[config.mk]
export PLATFORM = sky130hd
export DESIGN_NAME = comment_skipping_tokenizer_flat
export DESIGN_NICKNAME = d
export VERILOG_FILES = /design/src/rtl/core/cstok_pkg.sv /design/src/rtl/core/cstok_if.sv /design/src/rtl/core/cstok_step.sv /design/src/rtl/core/comment_skipping_tokenizer.sv /design/src/flat_wrapper.sv
export SDC_FILE = /design/constraint.sdc
export NUM_CORES = 1
export LEC_CHECK = 0
export BUFFER_PORTS_ARGS = -buffer_cell sky130_fd_sc_hd__buf_2
export CAP_MARGIN = 20
export CORE_ASPECT_RATIO = 0.5
export CORE_MARGIN = 1.5
export CORE_UTILIZATION = 45
export CTS_BUF_LIST = sky130_fd_sc_hd__clkbuf_8
export CTS_CLUSTER_DIAMETER = 150
export DETAILED_ROUTE_END_ITERATION = 8
export PLACE_DENSITY = 0.67
export RECOVER_POWER = 100
export SLEW_MARGIN = 20
export SYNTH_ARGS = -nofsm -noshare
export SYNTH_HDL_FRONTEND = slang
export SYNTH_SLANG_ARGS = --single-unit
[constraint.sdc]
create_clock -name clk -period 3.5 [get_ports clk]
set_clock_uncertainty 0.15 [all_clocks]
set_input_delay 0.525 -clock clk [delete_from_list [all_inputs] [get_ports clk]]
set_output_delay 0.525 -clock clk [all_outputs]
set_load 0.05 [all_outputs]
[src/rtl/core/cstok_pkg.sv]
`default_nettype none
package cstok_pkg;

  localparam int unsigned MAX_TOKEN_LEN_DEF = 255;

  localparam logic [7:0] CH_TAB    = 8'h09;
  localparam logic [7:0] CH_LF     = 8'h0A;
  localparam logic [7:0] CH_CR     = 8'h0D;
  localparam logic [7:0] CH_SPACE  = 8'h20;
  localparam logic [7:0] CH_QUOTE  = 8'h22;
  localparam logic [7:0] CH_HASH   = 8'h23;
  localparam logic [7:0] CH_STAR   = 8'h2A;
  localparam logic [7:0] CH_SLASH  = 8'h2F;
  localparam logic [7:0] CH_BSLASH = 8'h5C;
  localparam logic [7:0] CH_N      = 8'h6E;
  localparam logic [7:0] CH_T      = 8'h74;

  typedef enum logic [2:0] {
    K_BYTE    = 3'd0,
    K_END     = 3'd1,
    K_LONG    = 3'd2,
    K_BADESC  = 3'd3,
    K_EOFSTR  = 3'd4,
    K_EOFNONE = 3'd5
  } kind_t;

  typedef enum logic [7:0] {
    M_SEEK  = 8'b0000_0001,
    M_LINE  = 8'b0000_0010,
    M_BLOCK = 8'b0000_0100,
    M_STAR  = 8'b0000_1000,
    M_SLASH = 8'b0001_0000,
    M_STR   = 8'b0010_0000,
    M_ESC   = 8'b0100_0000,
    M_BARE  = 8'b1000_0000
  } mode_t;

  typedef struct packed {
    kind_t      kind;
    logic [7:0] out_byte;
    logic [7:0] token_length;
  } result_t;

  function automatic logic is_ws(input logic [7:0] c);
    return ((c >= CH_TAB) && (c <= CH_CR)) || (c == CH_SPACE);
  endfunction

endpackage
`default_nettype wire

[src/rtl/core/cstok_if.sv]
`default_nettype none
interface cstok_in_if;
  logic       valid;
  logic       ready;
  logic [7:0] in_byte;
  logic       end_of_input;

  modport source (output valid, output in_byte, output end_of_input, input ready);
  modport sink   (input valid, input in_byte, input end_of_input, output ready);
endinterface

interface cstok_out_if;
  logic       valid;
  logic       ready;
  logic [2:0] kind;
  logic [7:0] out_byte;
  logic [7:0] token_length;

  modport source (output valid, output kind, output out_byte, output token_length,
                  input ready);
  modport sink   (input valid, input kind, input out_byte, input token_length,
                  output ready);
endinterface
`default_nettype wire

[src/rtl/core/cstok_step.sv]
`default_nettype none
module cstok_step #(
  parameter int unsigned MAX_TOKEN_LEN = cstok_pkg::MAX_TOKEN_LEN_DEF,
  localparam int unsigned CW = $clog2(MAX_TOKEN_LEN + 1)
) (
  input  cstok_pkg::mode_t   mode,
  input  logic [CW-1:0]      count,
  input  logic [7:0]         in_byte,
  input  logic               end_of_input,
  output cstok_pkg::mode_t   mode_next,
  output logic [CW-1:0]      count_next,
  output logic               res_valid,
  output cstok_pkg::result_t res
);
  import cstok_pkg::*;

  localparam logic [CW-1:0] MAX_CNT = CW'(MAX_TOKEN_LEN);

  logic          at_max;
  logic [CW-1:0] count_inc;
  logic [CW-1:0] len_count;
  logic [16:0]   len_ext;
  kind_t         kind;
  logic [7:0]    obyte;

  assign at_max    = (count >= MAX_CNT);
  assign count_inc = count + CW'(1);

  always_comb begin
    mode_next  = mode;
    count_next = count;
    res_valid  = 1'b0;
    kind       = K_BYTE;
    obyte      = 8'd0;
    if (end_of_input) begin
      res_valid  = 1'b1;
      mode_next  = M_SEEK;
      count_next = '0;
      if (mode == M_BARE) begin
        kind = K_END;
      end else if (mode == M_STR || mode == M_ESC) begin
        kind = K_EOFSTR;
      end else begin
        kind = K_EOFNONE;
      end
    end else begin
      unique case (mode)
        M_LINE: begin
          if (in_byte == CH_LF) mode_next = M_SEEK;
        end
        M_BLOCK: begin
          if (in_byte == CH_STAR) mode_next = M_STAR;
        end
        M_STAR: begin
          if (in_byte == CH_SLASH) mode_next = M_SEEK;
          else if (in_byte != CH_STAR) mode_next = M_BLOCK;
        end
        M_SLASH: begin
          if (in_byte == CH_STAR) mode_next = M_BLOCK;
          else if (in_byte == CH_SLASH) mode_next = M_LINE;
          else mode_next = M_SEEK;
        end
        M_STR: begin
          if (in_byte == CH_QUOTE) begin
            res_valid  = 1'b1;
            kind       = K_END;
            mode_next  = M_SEEK;
            count_next = '0;
          end else if (at_max) begin
            res_valid  = 1'b1;
            kind       = K_LONG;
            mode_next  = M_SEEK;
            count_next = '0;
          end else if (in_byte == CH_BSLASH) begin
            mode_next = M_ESC;
          end else begin
            res_valid  = 1'b1;
            obyte      = in_byte;
            count_next = count_inc;
          end
        end
        M_ESC: begin
          if (in_byte == CH_N || in_byte == CH_T || in_byte == CH_QUOTE
              || in_byte == CH_BSLASH) begin
            res_valid  = 1'b1;
            mode_next  = M_STR;
            count_next = count_inc;
            if (in_byte == CH_N) obyte = CH_LF;
            else if (in_byte == CH_T) obyte = CH_TAB;
            else obyte = in_byte;
          end else begin
            res_valid  = 1'b1;
            kind       = K_BADESC;
            mode_next  = M_SEEK;
            count_next = '0;
          end
        end
        M_BARE: begin
          if (is_ws(in_byte) || at_max) begin
            res_valid  = 1'b1;
            kind       = is_ws(in_byte) ? K_END : K_LONG;
            mode_next  = M_SEEK;
            count_next = '0;
          end else begin
            res_valid  = 1'b1;
            obyte      = in_byte;
            count_next = count_inc;
          end
        end
        default: begin
          // seeking a token start
          count_next = '0;
          mode_next  = M_SEEK;
          if (is_ws(in_byte)) begin
            mode_next = M_SEEK;
          end else if (in_byte == CH_HASH) begin
            mode_next = M_LINE;
          end else if (in_byte == CH_SLASH) begin
            mode_next = M_SLASH;
          end else if (in_byte == CH_QUOTE) begin
            mode_next = M_STR;
          end else begin
            res_valid  = 1'b1;
            obyte      = in_byte;
            mode_next  = M_BARE;
            count_next = CW'(1);
          end
        end
      endcase
    end
  end

  // a byte beat reports the count including itself, an end or error beat the count so far
  assign len_count = (kind == K_BYTE) ? count_next : count;
  assign len_ext   = 17'(len_count);

  always_comb begin
    res.kind     = kind;
    res.out_byte = obyte;
    if (kind == K_EOFNONE) res.token_length = 8'd0;
    else if (len_ext > 17'd255) res.token_length = 8'hFF;
    else res.token_length = len_ext[7:0];
  end

endmodule
`default_nettype wire

[src/rtl/core/comment_skipping_tokenizer.sv]
`default_nettype none
// Streaming tokenizer: one text byte per beat on din, one token byte or
// status beat on dout. Whitespace, '#' and '//' line comments and block
// comments are skipped; tokens are bare or double-quoted with \" \\ \n \t
// escapes. Each token byte is a beat of kind 0, and the token closes with
// an end or error beat. Throughput is one input byte per cycle while not
// stalled; a byte passes an input register and then the result register
// before its result is valid on dout. Input stalls only while the result
// register holds an untaken beat and the byte in the input register would
// produce another.
module comment_skipping_tokenizer #(
  parameter int unsigned MAX_TOKEN_LEN = cstok_pkg::MAX_TOKEN_LEN_DEF
) (
  input  logic      clk,
  input  logic      rst,
  cstok_in_if.sink  din,
  cstok_out_if.source dout
);
  import cstok_pkg::*;

  localparam int unsigned CW = $clog2(MAX_TOKEN_LEN + 1);

  logic          s1_valid;
  logic [7:0]    s1_byte;
  logic          s1_eoi;
  mode_t         mode;
  mode_t         mode_next;
  logic [CW-1:0] count;
  logic [CW-1:0] count_next;
  logic          res_valid;
  result_t       res;
  logic          out_valid;
  result_t       out_res;
  logic          s1_go;

  cstok_step #(.MAX_TOKEN_LEN(MAX_TOKEN_LEN)) u_step (
    .mode         (mode),
    .count        (count),
    .in_byte      (s1_byte),
    .end_of_input (s1_eoi),
    .mode_next    (mode_next),
    .count_next   (count_next),
    .res_valid    (res_valid),
    .res          (res)
  );

  // a beat that yields no result may retire even while dout is stalled
  assign s1_go     = s1_valid && (!res_valid || !out_valid || dout.ready);
  assign din.ready = !s1_valid || s1_go;

  always_ff @(posedge clk) begin
    if (rst) begin
      s1_valid <= 1'b0;
    end else if (din.ready) begin
      s1_valid <= din.valid;
    end
  end

  always_ff @(posedge clk) begin
    if (din.ready && din.valid) begin
      s1_byte <= din.in_byte;
      s1_eoi  <= din.end_of_input;
    end
  end

  always_ff @(posedge clk) begin
    if (rst) begin
      mode  <= M_SEEK;
      count <= '0;
    end else if (s1_go) begin
      mode  <= mode_next;
      count <= count_next;
    end
  end

  always_ff @(posedge clk) begin
    if (rst) begin
      out_valid <= 1'b0;
    end else if (s1_go && res_valid) begin
      out_valid <= 1'b1;
    end else if (dout.ready) begin
      out_valid <= 1'b0;
    end
  end

  always_ff @(posedge clk) begin
    if (s1_go && res_valid) begin
      out_res <= res;
    end
  end

  assign dout.valid        = out_valid;
  assign dout.kind         = out_res.kind;
  assign dout.out_byte     = out_res.out_byte;
  assign dout.token_length = out_res.token_length;

endmodule
`default_nettype wire
[src/flat_wrapper.sv]
// flat-port wrapper written by rule: the top's interface ports become plain ports
module comment_skipping_tokenizer_flat import cstok_pkg::*;
#(
  parameter int unsigned MAX_TOKEN_LEN = cstok_pkg::MAX_TOKEN_LEN_DEF
)
  (clk, rst, din_valid, din_in_byte, din_end_of_input, din_ready, dout_valid, dout_kind, dout_out_byte, dout_token_length, dout_ready);
  cstok_in_if din_i ();
  cstok_out_if dout_i ();
  input  logic clk;
  input  logic rst;
  input wire logic [$bits(din_i.valid)-1:0] din_valid;
  input wire logic [$bits(din_i.in_byte)-1:0] din_in_byte;
  input wire logic [$bits(din_i.end_of_input)-1:0] din_end_of_input;
  output wire logic [$bits(din_i.ready)-1:0] din_ready;
  output wire logic [$bits(dout_i.valid)-1:0] dout_valid;
  output wire logic [$bits(dout_i.kind)-1:0] dout_kind;
  output wire logic [$bits(dout_i.out_byte)-1:0] dout_out_byte;
  output wire logic [$bits(dout_i.token_length)-1:0] dout_token_length;
  input wire logic [$bits(dout_i.ready)-1:0] dout_ready;
  assign din_i.valid = din_valid;
  assign din_i.in_byte = din_in_byte;
  assign din_i.end_of_input = din_end_of_input;
  assign din_ready = din_i.ready;
  assign dout_valid = dout_i.valid;
  assign dout_kind = dout_i.kind;
  assign dout_out_byte = dout_i.out_byte;
  assign dout_token_length = dout_i.token_length;
  assign dout_i.ready = dout_ready;
  comment_skipping_tokenizer #(.MAX_TOKEN_LEN(MAX_TOKEN_LEN)) u_core (.clk(clk), .rst(rst), .din(din_i), .dout(dout_i));
endmodule
==> metrics.txt, run 1 <==
# TYPE chip_impl_metric gauge
chip_impl_metric{name="yosys.area.top_type_share",unit="%"} 28.33
chip_impl_metric{name="route.detailed.wl_per_inst",unit="µm"} 18.21
chip_impl_metric{name="gp_congestion",unit=""} 1.002
chip_impl_metric{name="critical_path.n_buffers_inverters",unit=""} 1
chip_impl_metric{name="via_per_inst",unit=""} 6.292
chip_impl_metric{name="grt_max_degree",unit=""} 26
chip_impl_metric{name="synth.lib_cells_used.distinct",unit=""} 59
chip_impl_metric{name="insertedDiodeCount",unit=""} 0
chip_impl_info{name="rr_startpoint",value="u_core.count[0]$_SDFFE_PP0N_"} 1
chip_impl_info{name="worstPathCellList",value="ha_1 > and3_1 > nand3_2 > a21oi_1 > or4_4 > o21ai_1 > nand2b_1 > buf_4"} 1
chip_impl_metric{name="max_cap_violations",unit=""} 0
chip_impl_metric{name="h-tree-depth",unit=""} 2
chip_impl_metric{name="final_layout_size_suffix_gt1_share",unit="%"} 14.32
chip_impl_metric{name="postRouteWirelength",unit="µm"} 8597
chip_impl_info{name="crit_path_end_kind",value="primary output"} 1
chip_impl_info{name="grt_setup_unrepaired",value="true"} 1
chip_impl_info{name="ys_dominant_reg_cell",value="sky130_fd_sc_hd__edfxtp_1"} 1
chip_impl_metric{name="finalSetupViolCount",unit=""} 0
chip_impl_info{name="post_synth_main_area_contributors",value="sky130_fd_sc_hd__edfxtp_1 28%, sky130_fd_sc_hd__dfxtp_1 12%, sky130_fd_sc_hd__o21ai_0 5.4%"} 1
chip_impl_metric{name="crit_fanout",unit=""} 7
chip_impl_metric{name="ys_async_sr_fraction",unit="%"} 0
chip_impl_metric{name="power_per_cell_area",unit="mW/mm²"} 325.6
chip_impl_info{name="critical_path_class",value="reg -> out"} 1
chip_impl_metric{name="first_pass_grt_wire_length",unit="µm"} 13570
chip_impl_metric{name="crit_arrival",unit="ps"} 2700
chip_impl_metric{name="ir_worst_vdd",unit="V"} 0.0001965
chip_impl_info{name="worstSetupStartpoint",value="u_core.count[0]$_SDFFE_PP0N_"} 1
chip_impl_metric{name="syn2layout_area_growth",unit="%"} 14.80
chip_impl_metric{name="initial_utilization",unit="%"} 47.82
chip_impl_info{name="synth_top_cell_by_area",value="sky130_fd_sc_hd__edfxtp_1"} 1
chip_impl_metric{name="cp_required",unit="ps"} 2820
chip_impl_metric{name="finish.utilization",unit="%"} 54.90
chip_impl_metric{name="io_pins",unit=""} 34
chip_impl_metric{name="syn_nets",unit=""} 356
chip_impl_info{name="netlist_top_cells_count",value="32 x sky130_fd_sc_hd__o21ai_0, 28 x sky130_fd_sc_hd__edfxtp_1, 24 x sky130_fd_sc_hd__nand2_1"} 1
chip_impl_metric{name="post-route-min-period",unit="ps"} 3373
chip_impl_metric{name="die_h",unit="µm"} 60.43
chip_impl_metric{name="synth.avg_cell_area",unit="µm²"} 8.678
chip_impl_metric{name="core_region_area",unit="mm²"} 0.006206
chip_impl_metric{name="grt_remaining_overflow",unit=""} 0
chip_impl_metric{name="synthesis.yosys.warnings",unit=""} 0
chip_impl_metric{name="clock_latency_of_the_later_clocked_register_in_the_worst_skew_pair",unit="ps"} 320
chip_impl_metric{name="antenna_found_initial",unit=""} 0
chip_impl_metric{name="synth_edf_count",unit=""} 28
chip_impl_metric{name="total_of_buffers_placed_on_input_and_output_ports",unit=""} 33
chip_impl_info{name="holdCritStartpoint",value="din_in_byte[3]"} 1
chip_impl_metric{name="ys_ff_latch",unit=""} 46
chip_impl_metric{name="netlist_instances",unit=""} 342
chip_impl_metric{name="final_net_count",unit=""} 397
chip_impl_info{name="synth_most_common_cell",value="sky130_fd_sc_hd__o21ai_0"} 1
chip_impl_metric{name="p_leak",unit="µW"} 0.001168
chip_impl_metric{name="clkSinkCount",unit=""} 46
chip_impl_info{name="cts_tree",value="done"} 1
chip_impl_metric{name="dr.first_iter.drc_count",unit=""} 354
chip_impl_metric{name="drt_pass1_iterations",unit=""} 4
chip_impl_metric{name="die-width",unit="µm"} 117.9
chip_impl_metric{name="max_freq",unit="MHz"} 296.5
chip_impl_info{name="critPathSlowestCell",value="sky130_fd_sc_hd__or4_4"} 1
chip_impl_metric{name="detailroute.via_count",unit=""} 2970
chip_impl_metric{name="post_synth_instance_area",unit="mm²"} 0.002968
chip_impl_metric{name="worst_slew_pin_slew",unit="ps"} 675.8
chip_impl_metric{name="grt_usage",unit="%"} 24.99
chip_impl_metric{name="seq_area_frac_synth",unit="%"} 40.47
chip_impl_metric{name="period_share",unit="%"} 96.38
chip_impl_metric{name="holdBufCountCts",unit=""} 0
chip_impl_info{name="critical_path.startpoint_type",value="flop"} 1
chip_impl_metric{name="detail_route.drc_violations",unit=""} 0
chip_impl_info{name="outcome",value="complete, no violations"} 1
chip_impl_metric{name="finalHoldWorstSlack",unit="ps"} 222.0
chip_impl_metric{name="place.detailed.hpwl",unit="µm"} 6444
chip_impl_metric{name="tritoncts.num_buffers",unit=""} 5
chip_impl_metric{name="drtAntennaViolNets",unit=""} 0
chip_impl_info{name="min_path_type",value="in -> reg"} 1
chip_impl_info{name="clock-root-buffer",value="sky130_fd_sc_hd__clkbuf_8"} 1
chip_impl_metric{name="row_count",unit=""} 20
chip_impl_metric{name="timing.slew.headroom",unit="%"} 54.53
chip_impl_info{name="critPathTopFamily",value="simple AND/OR/NAND/NOR gates"} 1
chip_impl_metric{name="dieArea",unit="mm²"} 0.007121
chip_impl_metric{name="timing_hold_violations_final",unit=""} 0
chip_impl_metric{name="grt_pass1_vias",unit=""} 2676
chip_impl_metric{name="final-max-slew-violation-count",unit=""} 0
chip_impl_metric{name="ctsLongestPathBuffers",unit=""} 2
chip_impl_metric{name="largest_stage_delay_on_the_critical_path",unit="ps"} 560
chip_impl_metric{name="cts.clk_slew.worst_paths",unit="ps"} 100
==> layout by cell type, fill, tap and decap left out, types with 13 or more instances in the layout <==
cell type and count:
sky130_fd_sc_hd__o21ai_0 31, sky130_fd_sc_hd__edfxtp_1 28, sky130_fd_sc_hd__nand2_1 24, sky130_fd_sc_hd__nor2_1 23, sky130_fd_sc_hd__buf_4 23, sky130_fd_sc_hd__clkbuf_1 20
sky130_fd_sc_hd__nand2b_1 18, sky130_fd_sc_hd__a21oi_1 18, sky130_fd_sc_hd__dfxtp_1 18, sky130_fd_sc_hd__nor3_1 14, sky130_fd_sc_hd__inv_1 13
==> cell families after synthesis <==
| logic type | count (synthesis) | synth area share (%) |
|---|---|---|
| buffers and inverters | 31 | 4.637 |
| adders and majority gates | 1 | 0.4215 |
| and+or+nand+nor | 157 | 30.14 |
| DFF | 46 | 40.47 |
| muxes | 2 | 0.6746 |
| AOI/OAI and AO/OA | 99 | 21.88 |
| xor gates and xnor gates | 6 | 1.771 |
==> metal layers <==
layer	part of all wire, %	GRT usage (%)	routed length, µm
met1	46	35.47	3957
met2	43	39.26	3672
met3	9.4	5.075	805
met4	1.9	7.840	161
met5	0	0	0
==> per-stage QoR <==
stage	instances	setup WS, ps	cell area (µm²)	total power [µW]	setup TNS [ps]
3_3_place_gp	464	263.8	3308	793.2	0
2_1_floorplan	342	191.9	2968	740.9	0
3_5_place_dp	464	196.8	3308	795.9	0
6_report	472	126.8	3407	1109	0
5_1_grt	472	-9.193	3407	1147	-9.193
4_1_cts	472	82.65	3395	1110	0
==> final timing paths <==
path,endpoint,slack (ps),cells after the start
worst max-delay path,din_ready,130,8
worst min-delay path,u_core.s1_byte[3]$_DFFE_PP_,220,1
worst max register to register,u_core.mode[0]$_SDFFE_PP1P_,350,9
worst min register to register,u_core.count[2]$_SDFFE_PP0N_,410,2
==> sequential cells by signal (all words and copies together) (netlist names) <==
signal	cells
u_core.s1_eoi	1
u_core.dout.valid	1
u_core.s1_byte	8
u_core.s1_valid	1
u_core.mode	8
u_core.dout.token_length	8
u_core.dout.out_byte	8
u_core.count	8
u_core.dout.kind	3
==> power by group <==
part	leakage, µW	total [µW]	switching, µW	internal [µW]
Combinational	0.000699	169	119	50.8
Sequential	0.000417	615	17.9	598
Clock	0.0000519	325	191	134
Total	0.00117	1110	327	782
==> what timing repair did <==
item	CTS	global route
setup endpoints to repair	1	13
cloned	0	0
gates resized for setup	3	6
buffers inserted	0	0
==> layout make-up <==
type                       instances  area, µm²
fill                             607       2799
multi-input combinational        265       1670
sequential                        46       1201
timing repair buffer              55      307.8
tap                               88      110.1
clock buffer                       5      68.82
inverter                          10      37.54
clock inverter                     3      11.26
No activity file was read; power rests on OpenSTA's default activity.
==> run 2, diff against run 1 <==
--- a/config.mk
+++ b/config.mk
@@ -13,9 +13,10 @@
 export CTS_BUF_LIST = sky130_fd_sc_hd__clkbuf_8
 export CTS_CLUSTER_DIAMETER = 150
 export DETAILED_ROUTE_END_ITERATION = 8
-export PLACE_DENSITY = 0.67
+export PLACE_DENSITY = 0.66
 export RECOVER_POWER = 100
 export SLEW_MARGIN = 20
 export SYNTH_ARGS = -nofsm -noshare
 export SYNTH_HDL_FRONTEND = slang
+export SYNTH_HIERARCHICAL = 1
 export SYNTH_SLANG_ARGS = --single-unit
==> run 2 against run 1 <==
Net effect: flip-flop and latch count unchanged; design area increased by 0.44%; sequential power about the same; critical endpoint unchanged; combinational power decreased by 21%; power increased by 3.4%; final cell count decreased by 1.9%; register-to-register slack got worse by 150 ps; wire length decreased by 7.9%; non-clock buffer count decreased by 13; die area increased by 5.5%.
==> metrics.txt, run 2 <==
# TYPE chip_impl_metric gauge
chip_impl_metric{name="clkSinkCount",unit=""} 46
chip_impl_metric{name="worst_slew_pin_slew",unit="ps"} 766.6
chip_impl_info{name="netlist_top_cells_count",value="36 x sky130_fd_sc_hd__nand2b_1, 28 x sky130_fd_sc_hd__edfxtp_1, 26 x sky130_fd_sc_hd__nand2_1"} 1
chip_impl_metric{name="p_seq_share",unit="%"} 53.7
chip_impl_metric{name="drtAntennaViolNets",unit=""} 0
chip_impl_metric{name="synth.lib_cells_used.distinct",unit=""} 67
chip_impl_metric{name="grt_remaining_overflow",unit=""} 0
chip_impl_metric{name="timing.slew.headroom",unit="%"} 48.50
chip_impl_metric{name="postRouteWirelength",unit="µm"} 7916
chip_impl_metric{name="detailedPlace.worstSlack",unit="ps"} 271.9
chip_impl_info{name="cts_tree",value="done"} 1
chip_impl_metric{name="post-route-min-period",unit="ps"} 3403
chip_impl_metric{name="final_critical_path_setup_slack",unit="ps"} 97.35
chip_impl_metric{name="row_count",unit=""} 21
chip_impl_metric{name="final-max-slew-violation-count",unit=""} 0
chip_impl_metric{name="final_net_count",unit=""} 384
chip_impl_info{name="outcome",value="complete, no violations"} 1
chip_impl_metric{name="syn2layout_area_growth",unit="%"} 9.094
chip_impl_info{name="critical_path_class",value="reg -> out"} 1
chip_impl_metric{name="yosys.area.top_type_share",unit="%"} 26.80
chip_impl_info{name="crit_path_end_kind",value="primary output"} 1
chip_impl_metric{name="grt_usage",unit="%"} 21.35
chip_impl_metric{name="via_per_inst",unit=""} 5.905
chip_impl_metric{name="setup-tns-final",unit="ps"} 0
chip_impl_metric{name="syn_nets",unit=""} 359
chip_impl_metric{name="p_int",unit="µW"} 847.8
chip_impl_metric{name="max_freq",unit="MHz"} 293.9
chip_impl_metric{name="clock_latency_of_the_later_clocked_register_in_the_worst_skew_pair",unit="ps"} 310
chip_impl_metric{name="seq_area_frac_synth",unit="%"} 38.29
chip_impl_metric{name="antenna_found_initial",unit=""} 0
chip_impl_metric{name="place.detailed.hpwl",unit="µm"} 5704
chip_impl_metric{name="post_synth_instance_area",unit="mm²"} 0.003137
chip_impl_metric{name="cts.clk_slew.worst_paths",unit="ps"} 80
chip_impl_metric{name="combPwrFrac",unit="%"} 11.7
chip_impl_metric{name="die_h",unit="µm"} 62.04
chip_impl_info{name="grt_setup_unrepaired",value="false"} 1
chip_impl_metric{name="ys_ff_latch",unit=""} 46
chip_impl_info{name="clock-root-buffer",value="sky130_fd_sc_hd__clkbuf_8"} 1
chip_impl_info{name="min_path_type",value="in -> reg"} 1
chip_impl_metric{name="detail_route.drc_violations",unit=""} 0
chip_impl_metric{name="insertedDiodeCount",unit=""} 0
chip_impl_metric{name="detailroute.via_count",unit=""} 2734
chip_impl_metric{name="grt_max_degree",unit=""} 35
chip_impl_metric{name="p_switching",unit="µW"} 299.5
chip_impl_metric{name="synth_edf_count",unit=""} 28
chip_impl_metric{name="period_share",unit="%"} 97.22
chip_impl_info{name="critical_path.startpoint_type",value="flop"} 1
chip_impl_metric{name="h-tree-depth",unit=""} 2
chip_impl_metric{name="tritoncts.num_buffers",unit=""} 5
chip_impl_info{name="ys_dominant_reg_cell",value="sky130_fd_sc_hd__edfxtp_1"} 1
chip_impl_metric{name="dieArea",unit="mm²"} 0.007511
chip_impl_metric{name="grt_pass1_vias",unit=""} 2390
chip_impl_metric{name="cp_required",unit="ps"} 2820
chip_impl_info{name="post_synth_main_area_contributors",value="sky130_fd_sc_hd__edfxtp_1 27%, sky130_fd_sc_hd__dfxtp_1 11%, sky130_fd_sc_hd__nand2b_1 7.2%"} 1
chip_impl_metric{name="gp_congestion",unit=""} 0.9930
chip_impl_metric{name="first_pass_grt_wire_length",unit="µm"} 12080
chip_impl_metric{name="final_layout_size_suffix_gt1_share",unit="%"} 12.94
chip_impl_metric{name="ys_async_sr_fraction",unit="%"} 0
chip_impl_metric{name="io_pins",unit=""} 34
chip_impl_metric{name="swShare",unit="%"} 26.11
chip_impl_info{name="synth_most_common_cell",value="sky130_fd_sc_hd__nand2b_1"} 1
chip_impl_metric{name="total_of_buffers_placed_on_input_and_output_ports",unit=""} 33
chip_impl_metric{name="ir_worst_vdd",unit="V"} 0.0002398
chip_impl_metric{name="fin_cells",unit=""} 463
chip_impl_metric{name="drt_pass1_iterations",unit=""} 5
chip_impl_metric{name="initial_utilization",unit="%"} 46.82
chip_impl_metric{name="die-width",unit="µm"} 121.1
chip_impl_metric{name="synthesis.yosys.warnings",unit=""} 6
chip_impl_metric{name="ctsLongestPathBuffers",unit=""} 2
chip_impl_info{name="synth_top_cell_by_area",value="sky130_fd_sc_hd__edfxtp_1"} 1
chip_impl_metric{name="max_cap_violations",unit=""} 0
chip_impl_metric{name="route.detailed.wl_per_inst",unit="µm"} 17.10
chip_impl_metric{name="place.detailed.instances",unit=""} 455
chip_impl_metric{name="finalSetupViolCount",unit=""} 0
chip_impl_info{name="layout_common_cells",value="36 x sky130_fd_sc_hd__nand2b_1, 28 x sky130_fd_sc_hd__edfxtp_1, 26 x sky130_fd_sc_hd__nand2_1"} 1
chip_impl_metric{name="netlist_instances",unit=""} 345
chip_impl_info{name="final_common_cell",value="sky130_fd_sc_hd__nand2b_1"} 1
chip_impl_metric{name="core_region_area",unit="mm²"} 0.006700
chip_impl_metric{name="power_per_cell_area",unit="mW/mm²"} 335.3
chip_impl_metric{name="synth.avg_cell_area",unit="µm²"} 9.092
chip_impl_metric{name="dr.first_iter.drc_count",unit=""} 243
chip_impl_metric{name="p_clk_share",unit="%"} 34.5
chip_impl_metric{name="finalHoldWorstSlack",unit="ps"} 236.4
chip_impl_metric{name="crit_fanout",unit=""} 5
chip_impl_metric{name="timing_hold_violations_final",unit=""} 0
chip_impl_metric{name="crit_arrival",unit="ps"} 2730
chip_impl_metric{name="p_leak",unit="µW"} 0.001230
## run 2: stage by stage
stage	instance area [µm²]	utilization, %	power, µW
floorplan	3137	-	731.8
global placement	3354	50.07	763.2
detailed placement	3354	50.07	765.7
CTS	3463	51.69	1160
global route	3422	51.07	1193
finish	3422	51.07	1147
## run 2: worst max-delay path, stage by stage, from the launching register on
cell and delay, ps:
sky130_fd_sc_hd__edfxtp_1 450, sky130_fd_sc_hd__or3_4 440, sky130_fd_sc_hd__or4b_4 560, sky130_fd_sc_hd__o31a_4 140, sky130_fd_sc_hd__a21boi_1 160, sky130_fd_sc_hd__nand3_1 140
sky130_fd_sc_hd__nand2_1 160, sky130_fd_sc_hd__nand3_1 150, sky130_fd_sc_hd__buf_4 210
## run 2: power by group through the flow
stage               Clock, µW  Sequential (µW)  Combinational, µW
floorplan                   0              660               71.8
global placement            0              627                137
detailed placement          0              628                138
CTS                       406              616                138
global route              430              620                143
finish                    396              617                134
## run 2: area by class of cell
type	instances	area, µm²
inverters	3	11.26
multi-input cells	272	1782
clock inverters	3	40.04
well taps	92	115.1
fillers	659	3278
flip-flops and latches	46	1201
repair buffers	42	203.9
clock buffers	5	68.82
## run 2: logic make-up (layout without fill, tap and decap cells)
group / Yosys count / count (layout) / share of synthesized area, %
compound gates: 82 / 82 / 19.19
xor+xnor: 2 / 2 / 0.5585
mux: 20 / 20 / 6.382
buf+inv: 27 / 53 / 4.507
fa+ha+maj: 1 / 1 / 0.3988
flops: 46 / 46 / 38.29
simple gates: 167 / 167 / 30.67
## run 2: what timing repair did
action	CTS	global route
buffers inserted	0	0
hold buffers	0	0
resized for setup	0	4
endpoints found under the setup margin	0	20
## run 2: path summary, 6_finish.rpt
path                           startpoint  slack [ps]                               endpoint  depth (start not counted)
min                        din_in_byte[4]         240            u_core/s1_byte[4]$_DFFE_PP_                          1
min reg2reg  u_core/s1_valid$_SDFFE_PP0P_         390           u_core/s1_valid$_SDFFE_PP0P_                          2
max reg2reg   u_core/mode[3]$_SDFFE_PP0P_         200  u_core/dout.token_length[4]$_DFFE_PP_                          7
max           u_core/s1_byte[7]$_DFFE_PP_         100                              din_ready                          8
## run 2: routing by layer
| layer | track usage (%) | vias to the layer above | routed length [µm] |
|---|---|---|---|
| li1 | - | 1331 | - |
| met1 | 30.31 | 1282 | 3864 |
| met2 | 33.04 | 109 | 3334 |
| met3 | 5.292 | 12 | 630 |
| met4 | 5.714 | 0 | 87 |
| met5 | 0 | - | 0 |
